## src/sv/ttdt_pkg.sv

```systemverilog
// Shared types and constants of the tickless tick deadline timer.
// Used by the controller, the datapath and the top level.
`default_nettype none

package ttdt_pkg;

  localparam int unsigned KIND_W   = 3;
  localparam int unsigned TIME_W   = 64;
  localparam int unsigned PERIOD_W = 32;
  localparam int unsigned COUNT_W  = 32;
  localparam int unsigned PADDR_W  = 3;

  localparam logic [PERIOD_W-1:0] PERIOD_RESET = 32'd19200;

  // Event kinds
  localparam logic [KIND_W-1:0] KIND_TICK   = 3'd0;
  localparam logic [KIND_W-1:0] KIND_PARK   = 3'd1;
  localparam logic [KIND_W-1:0] KIND_UNPARK = 3'd2;
  localparam logic [KIND_W-1:0] KIND_ARM    = 3'd3;
  localparam logic [KIND_W-1:0] KIND_STOP   = 3'd4;

  // Register index of tick_period
  localparam logic REG_TICK_PERIOD = 1'b0;

  typedef struct packed {
    logic load;       // capture the input beat
    logic div_start;  // launch the elapsed-period division
    logic commit;     // update state and load the output register
  } ttdt_cmd_t;

  typedef struct packed {
    logic in_unpark;  // input beat is an unpark event
    logic div_done;   // last divider step at this edge
  } ttdt_sts_t;

endpackage

`default_nettype wire

```

## src/sv/tickless_tick_deadline_timer.sv

```systemverilog
// Top level of the tickless tick deadline timer: stream ports, APB register port.
// Instantiates ttdt_ctrl and ttdt_dp; uses ttdt_pkg.
//
// Usage: each input beat carries an event kind (tuser) and the counter value
// now plus a requested park deadline (tdata). Every event yields exactly one
// output beat with the comparator deadline, enable, missed tick count and
// parked flag after the event. tick_period is written over APB at address 0;
// the user must write it only while the block is idle; the block does not enforce it.
// Flow: tick, park, arm, stop and undefined kinds go from the accepting edge to
// the commit state, which loads the output register and raises output valid;
// unpark first waits in the divide state for the serial 64-bit by 32-bit divider
// that computes the elapsed periods (one quotient bit per cycle, 64 steps). One
// event is in work at a time; a new beat is accepted only once it has committed.
// A finished result sits in the output register; the next beat is accepted
// meanwhile, but its result waits until the receiver takes the previous one.
// Reset clears the timer state, sets tick_period to 19200 and empties the
// output register.
`default_nettype none

module tickless_tick_deadline_timer
  import ttdt_pkg::*;
(
  input  wire logic                clk_i,
  input  wire logic                rst_ni,
  // input stream
  input  wire logic                s_axis_tvalid,
  output logic                     s_axis_tready,
  input  wire logic [127:0]        s_axis_tdata,  // now[63:0], park_deadline[127:64]
  input  wire logic [KIND_W-1:0]   s_axis_tuser,  // kind[2:0]
  // output stream
  output logic                     m_axis_tvalid,
  input  wire logic                m_axis_tready,
  // compare_value[63:0], comparator_on[64], missed_ticks[96:65], is_parked[97], zero[103:98]
  output logic [103:0]             m_axis_tdata,
  // register port
  input  wire logic                psel,
  input  wire logic                penable,
  input  wire logic                pwrite,
  input  wire logic [PADDR_W-1:0]  paddr,
  input  wire logic [31:0]         pwdata,
  output logic [31:0]              prdata,
  output logic                     pready
);

  ttdt_cmd_t           cmd;
  ttdt_sts_t           sts;
  logic                cfg_we;
  logic [PERIOD_W-1:0] tick_period;
  logic [TIME_W-1:0]   compare_value;
  logic                comparator_on;
  logic [COUNT_W-1:0]  missed_ticks;
  logic                is_parked;
  logic                reg_sel;

  assign pready  = 1'b1;
  assign reg_sel = (paddr[PADDR_W-1] == REG_TICK_PERIOD);
  assign cfg_we  = psel && penable && pwrite && pready && reg_sel;
  assign prdata  = reg_sel ? tick_period : '0;

  ttdt_ctrl u_ctrl (
    .clk_i       (clk_i),
    .rst_ni      (rst_ni),
    .in_valid_i  (s_axis_tvalid),
    .in_ready_o  (s_axis_tready),
    .out_valid_o (m_axis_tvalid),
    .out_ready_i (m_axis_tready),
    .sts_i       (sts),
    .cmd_o       (cmd)
  );

  ttdt_dp u_dp (
    .clk_i              (clk_i),
    .rst_ni             (rst_ni),
    .cmd_i              (cmd),
    .sts_o              (sts),
    .in_kind_i          (s_axis_tuser),
    .in_now_i           (s_axis_tdata[63:0]),
    .in_park_deadline_i (s_axis_tdata[127:64]),
    .cfg_we_i           (cfg_we),
    .cfg_wdata_i        (pwdata),
    .tick_period_o      (tick_period),
    .compare_value_o    (compare_value),
    .comparator_on_o    (comparator_on),
    .missed_ticks_o     (missed_ticks),
    .is_parked_o        (is_parked)
  );

  assign m_axis_tdata = {6'b0, is_parked, missed_ticks, comparator_on, compare_value};

  // Output register is only overwritten once the previous beat is gone.
  a_commit_free: assert property (@(posedge clk_i) disable iff (!rst_ni)
    cmd.commit |-> (!m_axis_tvalid || m_axis_tready))
    else $error("result committed over a pending output beat");

  a_commit_valid: assert property (@(posedge clk_i) disable iff (!rst_ni)
    cmd.commit |=> m_axis_tvalid)
    else $error("committed result not presented");

  a_div_not_idle: assert property (@(posedge clk_i) disable iff (!rst_ni)
    sts.div_done |-> !s_axis_tready)
    else $error("divider finished while accepting input");

  a_start_on_accept: assert property (@(posedge clk_i) disable iff (!rst_ni)
    cmd.div_start |-> (s_axis_tvalid && s_axis_tready && s_axis_tuser == KIND_UNPARK))
    else $error("division launched without an unpark beat");

endmodule

`default_nettype wire

```

## src/sv/ttdt_div.sv

```systemverilog
// Serial restoring divider, one quotient bit per cycle.
// Uses ttdt_pkg for widths. A zero divisor yields an all-ones quotient.
`default_nettype none

module ttdt_div
  import ttdt_pkg::*;
(
  input  wire logic                clk_i,
  input  wire logic                rst_ni,
  input  wire logic                start_i,
  input  wire logic [TIME_W-1:0]   dividend_i,
  input  wire logic [PERIOD_W-1:0] divisor_i,
  output logic                     busy_o,
  output logic                     done_o,
  output logic [TIME_W-1:0]        quotient_o
);

  localparam int unsigned CNT_W = $clog2(TIME_W);

  logic                busy_q, busy_d;
  logic [CNT_W-1:0]    cnt_q, cnt_d;
  logic [PERIOD_W-1:0] rem_q, rem_d;
  logic [TIME_W-1:0]   dvd_q, dvd_d;
  logic [PERIOD_W:0]   trial;
  logic [PERIOD_W:0]   diff;
  logic                qbit;

  always_comb begin
    trial = {rem_q, dvd_q[TIME_W-1]};
    diff  = trial - {1'b0, divisor_i};
    qbit  = (trial >= {1'b0, divisor_i});
  end

  always_comb begin
    busy_d = busy_q;
    cnt_d  = cnt_q;
    rem_d  = rem_q;
    dvd_d  = dvd_q;
    if (start_i) begin
      busy_d = 1'b1;
      cnt_d  = CNT_W'(TIME_W - 1);
      rem_d  = '0;
      dvd_d  = dividend_i;
    end else if (busy_q) begin
      rem_d = qbit ? diff[PERIOD_W-1:0] : trial[PERIOD_W-1:0];
      dvd_d = {dvd_q[TIME_W-2:0], qbit};
      cnt_d = cnt_q - 1'b1;
      if (cnt_q == '0) begin
        busy_d = 1'b0;
      end
    end
  end

  always_ff @(posedge clk_i or negedge rst_ni) begin
    if (!rst_ni) begin
      busy_q <= 1'b0;
      cnt_q  <= '0;
    end else begin
      busy_q <= busy_d;
      cnt_q  <= cnt_d;
    end
  end

  always_ff @(posedge clk_i) begin
    rem_q <= rem_d;
    dvd_q <= dvd_d;
  end

  assign busy_o     = busy_q;
  assign done_o     = busy_q && (cnt_q == '0);
  assign quotient_o = dvd_q;

endmodule

`default_nettype wire

```

## src/sv/ttdt_ctrl.sv

```systemverilog
// Controller state machine of the tick deadline timer.
// Uses ttdt_pkg for the command and status structs; drives the stream handshakes.
`default_nettype none

module ttdt_ctrl
  import ttdt_pkg::*;
(
  input  wire logic       clk_i,
  input  wire logic       rst_ni,
  input  wire logic       in_valid_i,
  output logic            in_ready_o,
  output logic            out_valid_o,
  input  wire logic       out_ready_i,
  input  wire ttdt_sts_t  sts_i,
  output ttdt_cmd_t       cmd_o
);

  typedef enum logic [2:0] {
    ST_IDLE   = 3'b001,
    ST_DIVIDE = 3'b010,
    ST_COMMIT = 3'b100
  } state_e;

  state_e state_q, state_d;
  logic   out_valid_q, out_valid_d;
  logic   out_free;

  assign out_free = !out_valid_q || out_ready_i;

  always_comb begin
    state_d = state_q;
    cmd_o   = '0;
    case (state_q)
      ST_IDLE: begin
        if (in_valid_i) begin
          cmd_o.load = 1'b1;
          if (sts_i.in_unpark) begin
            cmd_o.div_start = 1'b1;
            state_d         = ST_DIVIDE;
          end else begin
            state_d = ST_COMMIT;
          end
        end
      end
      ST_DIVIDE: begin
        if (sts_i.div_done) begin
          state_d = ST_COMMIT;
        end
      end
      ST_COMMIT: begin
        if (out_free) begin
          cmd_o.commit = 1'b1;
          state_d      = ST_IDLE;
        end
      end
      default: begin
        state_d = ST_IDLE;
      end
    endcase
  end

  always_comb begin
    out_valid_d = out_valid_q;
    if (cmd_o.commit) begin
      out_valid_d = 1'b1;
    end else if (out_ready_i) begin
      out_valid_d = 1'b0;
    end
  end

  always_ff @(posedge clk_i or negedge rst_ni) begin
    if (!rst_ni) begin
      state_q     <= ST_IDLE;
      out_valid_q <= 1'b0;
    end else begin
      state_q     <= state_d;
      out_valid_q <= out_valid_d;
    end
  end

  assign in_ready_o  = (state_q == ST_IDLE);
  assign out_valid_o = out_valid_q;

endmodule

`default_nettype wire

```

## src/sv/ttdt_dp.sv

```systemverilog
// Datapath of the tick deadline timer: event capture, timer state, output register.
// Uses ttdt_pkg and instantiates ttdt_div for the elapsed-period count.
`default_nettype none

module ttdt_dp
  import ttdt_pkg::*;
(
  input  wire logic                clk_i,
  input  wire logic                rst_ni,
  input  wire ttdt_cmd_t           cmd_i,
  output ttdt_sts_t                sts_o,
  input  wire logic [KIND_W-1:0]   in_kind_i,
  input  wire logic [TIME_W-1:0]   in_now_i,
  input  wire logic [TIME_W-1:0]   in_park_deadline_i,
  input  wire logic                cfg_we_i,
  input  wire logic [PERIOD_W-1:0] cfg_wdata_i,
  output logic [PERIOD_W-1:0]      tick_period_o,
  output logic [TIME_W-1:0]        compare_value_o,
  output logic                     comparator_on_o,
  output logic [COUNT_W-1:0]       missed_ticks_o,
  output logic                     is_parked_o
);

  logic [KIND_W-1:0]   kind_q;
  logic [TIME_W-1:0]   now_q;
  logic [TIME_W-1:0]   req_q;

  logic [PERIOD_W-1:0] period_q;
  logic [TIME_W-1:0]   deadline_q, deadline_d;
  logic                parked_q, parked_d;
  logic [TIME_W-1:0]   park_start_q, park_start_d;
  logic [COUNT_W-1:0]  serviced_q, serviced_d;
  logic                enabled_q, enabled_d;
  logic [COUNT_W-1:0]  missed_d;

  logic [TIME_W-1:0]   out_cmp_q;
  logic                out_on_q;
  logic [COUNT_W-1:0]  out_missed_q;
  logic                out_parked_q;

  logic [TIME_W-1:0]   per64;
  logic [TIME_W-1:0]   now_per;
  logic [TIME_W-1:0]   adv;
  logic [TIME_W-1:0]   quotient;
  logic [COUNT_W-1:0]  elapsed;
  logic                div_busy;
  logic                div_done;

  ttdt_div u_div (
    .clk_i      (clk_i),
    .rst_ni     (rst_ni),
    .start_i    (cmd_i.div_start),
    .dividend_i (in_now_i - park_start_q),
    .divisor_i  (period_q),
    .busy_o     (div_busy),
    .done_o     (div_done),
    .quotient_o (quotient)
  );

  assign sts_o.in_unpark = (in_kind_i == KIND_UNPARK);
  assign sts_o.div_done  = div_done && div_busy;

  assign per64   = {{(TIME_W-PERIOD_W){1'b0}}, period_q};
  assign now_per = now_q + per64;
  assign adv     = deadline_q + per64;
  assign elapsed = quotient[COUNT_W-1:0];

  always_comb begin
    deadline_d   = deadline_q;
    parked_d     = parked_q;
    park_start_d = park_start_q;
    serviced_d   = serviced_q;
    enabled_d    = enabled_q;
    missed_d     = '0;
    case (kind_q)
      KIND_TICK: begin
        if (parked_q) begin
          serviced_d = serviced_q + 1'b1;
          deadline_d = now_per;
        end else begin
          deadline_d = (adv <= now_q) ? now_per : adv;
        end
      end
      KIND_PARK: begin
        deadline_d   = (req_q < now_per) ? now_per : req_q;
        park_start_d = now_q;
        serviced_d   = '0;
        parked_d     = 1'b1;
      end
      KIND_UNPARK: begin
        parked_d   = 1'b0;
        missed_d   = (elapsed > serviced_q) ? (elapsed - serviced_q) : '0;
        deadline_d = now_per;
      end
      KIND_ARM: begin
        parked_d   = 1'b0;
        deadline_d = now_per;
        enabled_d  = 1'b1;
      end
      KIND_STOP: begin
        enabled_d = 1'b0;
      end
      default: begin
      end
    endcase
  end

  always_ff @(posedge clk_i or negedge rst_ni) begin
    if (!rst_ni) begin
      period_q     <= PERIOD_RESET;
      deadline_q   <= '0;
      parked_q     <= 1'b0;
      park_start_q <= '0;
      serviced_q   <= '0;
      enabled_q    <= 1'b0;
    end else begin
      if (cfg_we_i) begin
        period_q <= cfg_wdata_i;
      end
      if (cmd_i.commit) begin
        deadline_q   <= deadline_d;
        parked_q     <= parked_d;
        park_start_q <= park_start_d;
        serviced_q   <= serviced_d;
        enabled_q    <= enabled_d;
      end
    end
  end

  always_ff @(posedge clk_i) begin
    if (cmd_i.load) begin
      kind_q <= in_kind_i;
      now_q  <= in_now_i;
      req_q  <= in_park_deadline_i;
    end
    if (cmd_i.commit) begin
      out_cmp_q    <= deadline_d;
      out_on_q     <= enabled_d;
      out_missed_q <= missed_d;
      out_parked_q <= parked_d;
    end
  end

  assign tick_period_o   = period_q;
  assign compare_value_o = out_cmp_q;
  assign comparator_on_o = out_on_q;
  assign missed_ticks_o  = out_missed_q;
  assign is_parked_o     = out_parked_q;

endmodule

`default_nettype wire
```

## config.mk

```make
export PLATFORM = sky130hd
export DESIGN_NAME = tickless_tick_deadline_timer
export DESIGN_NICKNAME = d
export VERILOG_FILES = /design/src/sv/ttdt_pkg.sv /design/src/sv/tickless_tick_deadline_timer.sv /design/src/sv/ttdt_div.sv /design/src/sv/ttdt_ctrl.sv /design/src/sv/ttdt_dp.sv
export SDC_FILE = /design/constraint.sdc
export NUM_CORES = 2
export LEC_CHECK = 0
export BUFFER_PORTS_ARGS = -buffer_cell sky130_fd_sc_hd__buf_4
export CAP_MARGIN = 20
export CELL_PAD_IN_SITES_DETAIL_PLACEMENT = 0
export CELL_PAD_IN_SITES_GLOBAL_PLACEMENT = 1
export CORE_AREA = 4 4 290 292
export CTS_CLUSTER_SIZE = 40
export DETAILED_ROUTE_END_ITERATION = 10
export DIE_AREA = 0 0 294 296
export GPL_TIMING_DRIVEN = 0
export HOLD_SLACK_MARGIN = 0.03
export PLACE_DENSITY = 0.75
export SYNTH_ARGS = -nofsm -noshare
export SYNTH_HDL_FRONTEND = slang
export SYNTH_SLANG_ARGS = --single-unit
```

## constraint.sdc

```tcl
create_clock -name clk_i -period 7.2 [get_ports clk_i]
set_clock_uncertainty 0.1 [all_clocks]
set_input_delay 1.44 -clock clk_i [delete_from_list [all_inputs] [get_ports clk_i]]
set_output_delay 1.44 -clock clk_i [all_outputs]
set_load 0.005 [all_outputs]
```

==> flow_metrics.tcl <==
set metrics [dict create \
    final_common_cell "sky130_fd_sc_hd__nand2_1" \
    final.fill_count 7765 \
    port_buffers 302 \
    netlist_instances 3945 \
    clk_root_buffer_cell "sky130_fd_sc_hd__clkbuf_16" \
    cts_sinks 530 \
    path_max_fanout 10 \
    cts_buffers 61 \
    power_leakage_nw 18.3 \
    outcome "finished clean" \
    most-common-layout-cells "sky130_fd_sc_hd__nand2_1 (394), sky130_fd_sc_hd__buf_4 (338), sky130_fd_sc_hd__a21oi_1 (325)" \
    synth_enable_flop_cells 293 \
    cts.reportedPaths.clkPinSlew_ps 70 \
    fmax_mhz 141 \
    dp_slack_ps -1070 \
    syn2layout_area_growth_pct 17.5 \
    most_common_flop_cell_mapped_by_yosys "sky130_fd_sc_hd__edfxtp_1" \
    placed_cell_area_mm2 0.0404 \
    drt_iter0_drc 3481 \
    synth.cell_area_mm2 0.0365 \
    cp_data_arrival_time_ps 7410 \
    grt_first_pass_wirelength_mm 197 \
    postSynthAreaPerCell_um2 9.26 \
    p_int_mw 9.64 \
    grt_overflow 0 \
    via_count_of_the_first_global_routing_pass 30333 \
    nets 4847 \
    ys_seq_area_share_pct 39.9 \
    finalCritPeriodShare_pct 98.2 \
    fp.dieW_um 294 \
    core_region_area_mm2 0.0816 \
    fp.dieArea_mm2 0.0870 \
    clockBufferDepth 3 \
    critPathLaunch "u_dp.tick_period_o[0]$_DFFE_PN0P_" \
    postLayoutCellArea_mm2 0.0429 \
    ys_seq_elements 530 \
    routed-via-count 32174 \
    placement_rows 105 \
    power_frac_seq_pct 28.2 \
    timing.slew.headroom_pct 23.4 \
    maxCapViolations 0 \
    place_congestion 0.983 \
    worst_reg_to_reg_path_cell_count 26 \
    max-vdd-ir-drop_mv 0.204 \
    worst_hold_path_type "flip-flop to flip-flop" \
    globalRouteTotalUtil_pct 30.1 \
    finalHoldViolCount 0 \
    async_reset_ff_share_pct 38.7 \
    yosysWarningCount 0 \
    cts_htree_levels 2 \
    io_pins 312 \
    cp-end-kind "flip-flop" \
    p_sw_mw 7.63 \
    critical_path_depth 26 \
    path_delay_family "compound AO/OA/AOI/OAI gates" \
    p_per_area_mw_per_mm2 402 \
    clock_latency_ps 660 \
    timing_worst_setup_path_type "flip-flop to flip-flop" \
    floorplan.initialDensity_pct 44.8 \
    cts_tree "built" \
    drt_drc_violations_left 0 \
    worst_path_required_time_ps 7530 \
    cp_max_stage_cell "sky130_fd_sc_hd__dfrtp_2" \
    pwr-share-comb_pct 52.9 \
    postLayoutSetupSlackWorst_ps 127 \
    finalWorstPathRequiredPeriod_ps 7070 \
    detail_route.first_pass.iterations 9 \
    viasPerCell 5.88 \
    setup.worst_path.end "u_dp.compare_value_o[50]$_DFFE_PP_" \
    clock_power_share_pct 18.9 \
    dieHeight_um 296 \
    antenna_left 0 \
    cp_num_buf_inv 7 \
    worstMarginPinSlew_ps 1150 \
    routed_wire_length_per_instance_um 24.7 \
    final-max-slew-violation-count 0 \
    cp-start-kind "flip-flop" \
    ctsHoldBuffers 0 \
    setup_viol 0 \
    reg2reg_slack_ps 130 \
    switching_share_pct 44.2 \
    finalWirelength_mm 135 \
    largest_net_degree_at_the_start_of_global_routing 99 \
    worst_r2r_endpoint "u_dp.compare_value_o[50]$_DFFE_PP_" \
    grt_antenna_before_repair 5 \
    critical_path.most_common_cell "sky130_fd_sc_hd__buf_4" \
    critPathMaxStageDelay_ps 470 \
    netlist-cell-type-count 116 \
    totalNegativeSetupSlack_ps 0 \
    power.total_mw 17.3 \
    post-dp-hpwl_mm 107 \
    critical_path.reg2reg.startpoint "u_dp.tick_period_o[0]$_DFFE_PN0P_" \
    layout-drive-gt1-share_pct 14.9 \
]
[cell type report]
cell class	instances	area [um^2]	share of cell area [%]
Inverter	320	1200	2.80
Clock buffer	87	1780	4.14
Sequential cell	530	14600	34.0
Multi-Input combinational cell	2935	20300	47.2
Buffer	165	793	1.85
Timing Repair Buffer	335	2660	6.20
Clock inverter	29	312	0.726
Tap cell	1070	1340	3.12
Antenna cell	3	7.51	0.0175
[worst register-to-register path: stages (launching register included)]
cell                        delay (ps)
sky130_fd_sc_hd__dfrtp_2           470
sky130_fd_sc_hd__ha_1              240
sky130_fd_sc_hd__inv_1              70
sky130_fd_sc_hd__fa_1              410
sky130_fd_sc_hd__nand2b_1          200
sky130_fd_sc_hd__a21oi_2           230
sky130_fd_sc_hd__o2111ai_4         230
sky130_fd_sc_hd__a21bo_2           340
sky130_fd_sc_hd__a211o_1           330
sky130_fd_sc_hd__a311oi_4          370
sky130_fd_sc_hd__buf_4             190
sky130_fd_sc_hd__buf_4             100
sky130_fd_sc_hd__xor2_1            420
sky130_fd_sc_hd__ha_1              210
sky130_fd_sc_hd__nand4_1           170
sky130_fd_sc_hd__nor4_4            440
sky130_fd_sc_hd__nand4_1           130
sky130_fd_sc_hd__buf_4             190
sky130_fd_sc_hd__a41oi_4           290
sky130_fd_sc_hd__nor4_4            110
sky130_fd_sc_hd__nor2_2            230
sky130_fd_sc_hd__and2_1            170
sky130_fd_sc_hd__buf_4             250
sky130_fd_sc_hd__clkbuf_4          340
sky130_fd_sc_hd__a222oi_1          130
sky130_fd_sc_hd__buf_4             190
sky130_fd_sc_hd__a21oi_1           290
[cell families (layout without fill, tap and decap cells)]
family	after synthesis	after routing	share of synthesized area, %
adder cells (fa/ha/maj)	326	326	11.3
AO/OA/AOI/OAI	1151	1151	20.4
XOR/XNOR	243	243	5.93
multiplexers	86	86	2.64
flip-flops	530	530	39.9
buffers and inverters	485	936	5.35
AND/OR/NAND/NOR	1122	1122	14.5
other	2	10	0.0205
[registers in the layout (all words and copies together), names as in the netlist, 6 cells and up]
name / count
u_dp.serviced_q: 32
u_dp.missed_ticks_o: 32
u_dp.u_div.cnt_q: 6
u_dp.tick_period_o: 32
u_dp.park_start_q: 64
u_dp.req_q: 64
u_dp.u_div.quotient_o: 64
u_dp.u_div.rem_q: 32
u_dp.compare_value_o: 64
u_dp.deadline_q: 64
u_dp.now_q: 64
[how the worst min path moves through the flow]
stage                                      startpoint                           endpoint  slack (ps)  cells after the start
floorplan            u_dp.park_start_q[0]$_DFFE_PN0P_   u_dp.park_start_q[0]$_DFFE_PN0P_         350                      2
global placement     u_dp.u_div.rem_q[1]$_SDFFE_PP0P_   u_dp.u_div.rem_q[1]$_SDFFE_PP0P_         370                      2
detailed placement   u_dp.u_div.rem_q[1]$_SDFFE_PP0P_   u_dp.u_div.rem_q[1]$_SDFFE_PP0P_         380                      2
CTS                  u_dp.u_div.rem_q[1]$_SDFFE_PP0P_   u_dp.u_div.rem_q[1]$_SDFFE_PP0P_         390                      2
global route        u_dp.u_div.rem_q[11]$_SDFFE_PP0P_  u_dp.u_div.rem_q[12]$_SDFFE_PP0P_         420                      2
finish               u_dp.u_div.rem_q[1]$_SDFFE_PP0P_   u_dp.u_div.rem_q[1]$_SDFFE_PP0P_         390                      2
[cell usage after synthesis (82+ instances only)]
cell                       number  share of area, %
sky130_fd_sc_hd__nand2_1      395               4.1
sky130_fd_sc_hd__nor2_1       302               3.1
sky130_fd_sc_hd__ha_1         321                11
sky130_fd_sc_hd__a21o_1       104               2.1
sky130_fd_sc_hd__xnor2_1      167               4.0
sky130_fd_sc_hd__edfxtp_1     293                24
sky130_fd_sc_hd__dfrtp_1      200                14
sky130_fd_sc_hd__inv_1        317               3.3
sky130_fd_sc_hd__a21oi_1      328               4.5
sky130_fd_sc_hd__clkbuf_1     118               1.2
sky130_fd_sc_hd__o21ai_0      264               3.6
sky130_fd_sc_hd__mux2_2        82               2.5
[metrics by stage]
stage / std cells / utilization (%) / hold WS, ps
2_1_floorplan: 3950 / - / 350
3_3_place_gp: 5322 / 49.2 / 371
3_5_place_dp: 5330 / 49.5 / 380
4_1_cts: 5453 / 52.3 / 389
5_1_grt: 5473 / 52.6 / 421
6_report: 5474 / 52.6 / 390
[layer usage]
| metal | part of all wire, % | GRT usage [%] | routed length, um | up-vias |
|---|---|---|---|---|
| met5 | 0 | 0 | 0 | - |
| met4 | 3.2 | 8.62 | 4330 | 0 |
| met3 | 7.8 | 3.78 | 10500 | 205 |
| met2 | 44 | 47.1 | 59500 | 1302 |
| met1 | 45 | 44.0 | 60700 | 15521 |
| li1 | - | - | - | 15146 |
[power by group through the flow]
stage / sequential, mW / clock, mW / combinational (mW)
2_1_floorplan: 4.59 / 0 / 6.39
3_3_place_gp: 4.92 / 0 / 8.70
3_5_place_dp: 4.89 / 0 / 8.75
4_1_cts: 4.85 / 3.33 / 8.88
5_1_grt: 4.94 / 3.44 / 10.0
6_report: 4.87 / 3.27 / 9.13
[what timing repair did]
action,in CTS,in global routing
setup endpoints to repair,128,105
pin swaps,6,15
gates resized for setup,26,26
setup buffers,7,17
(Power assumes the default switching activity.)
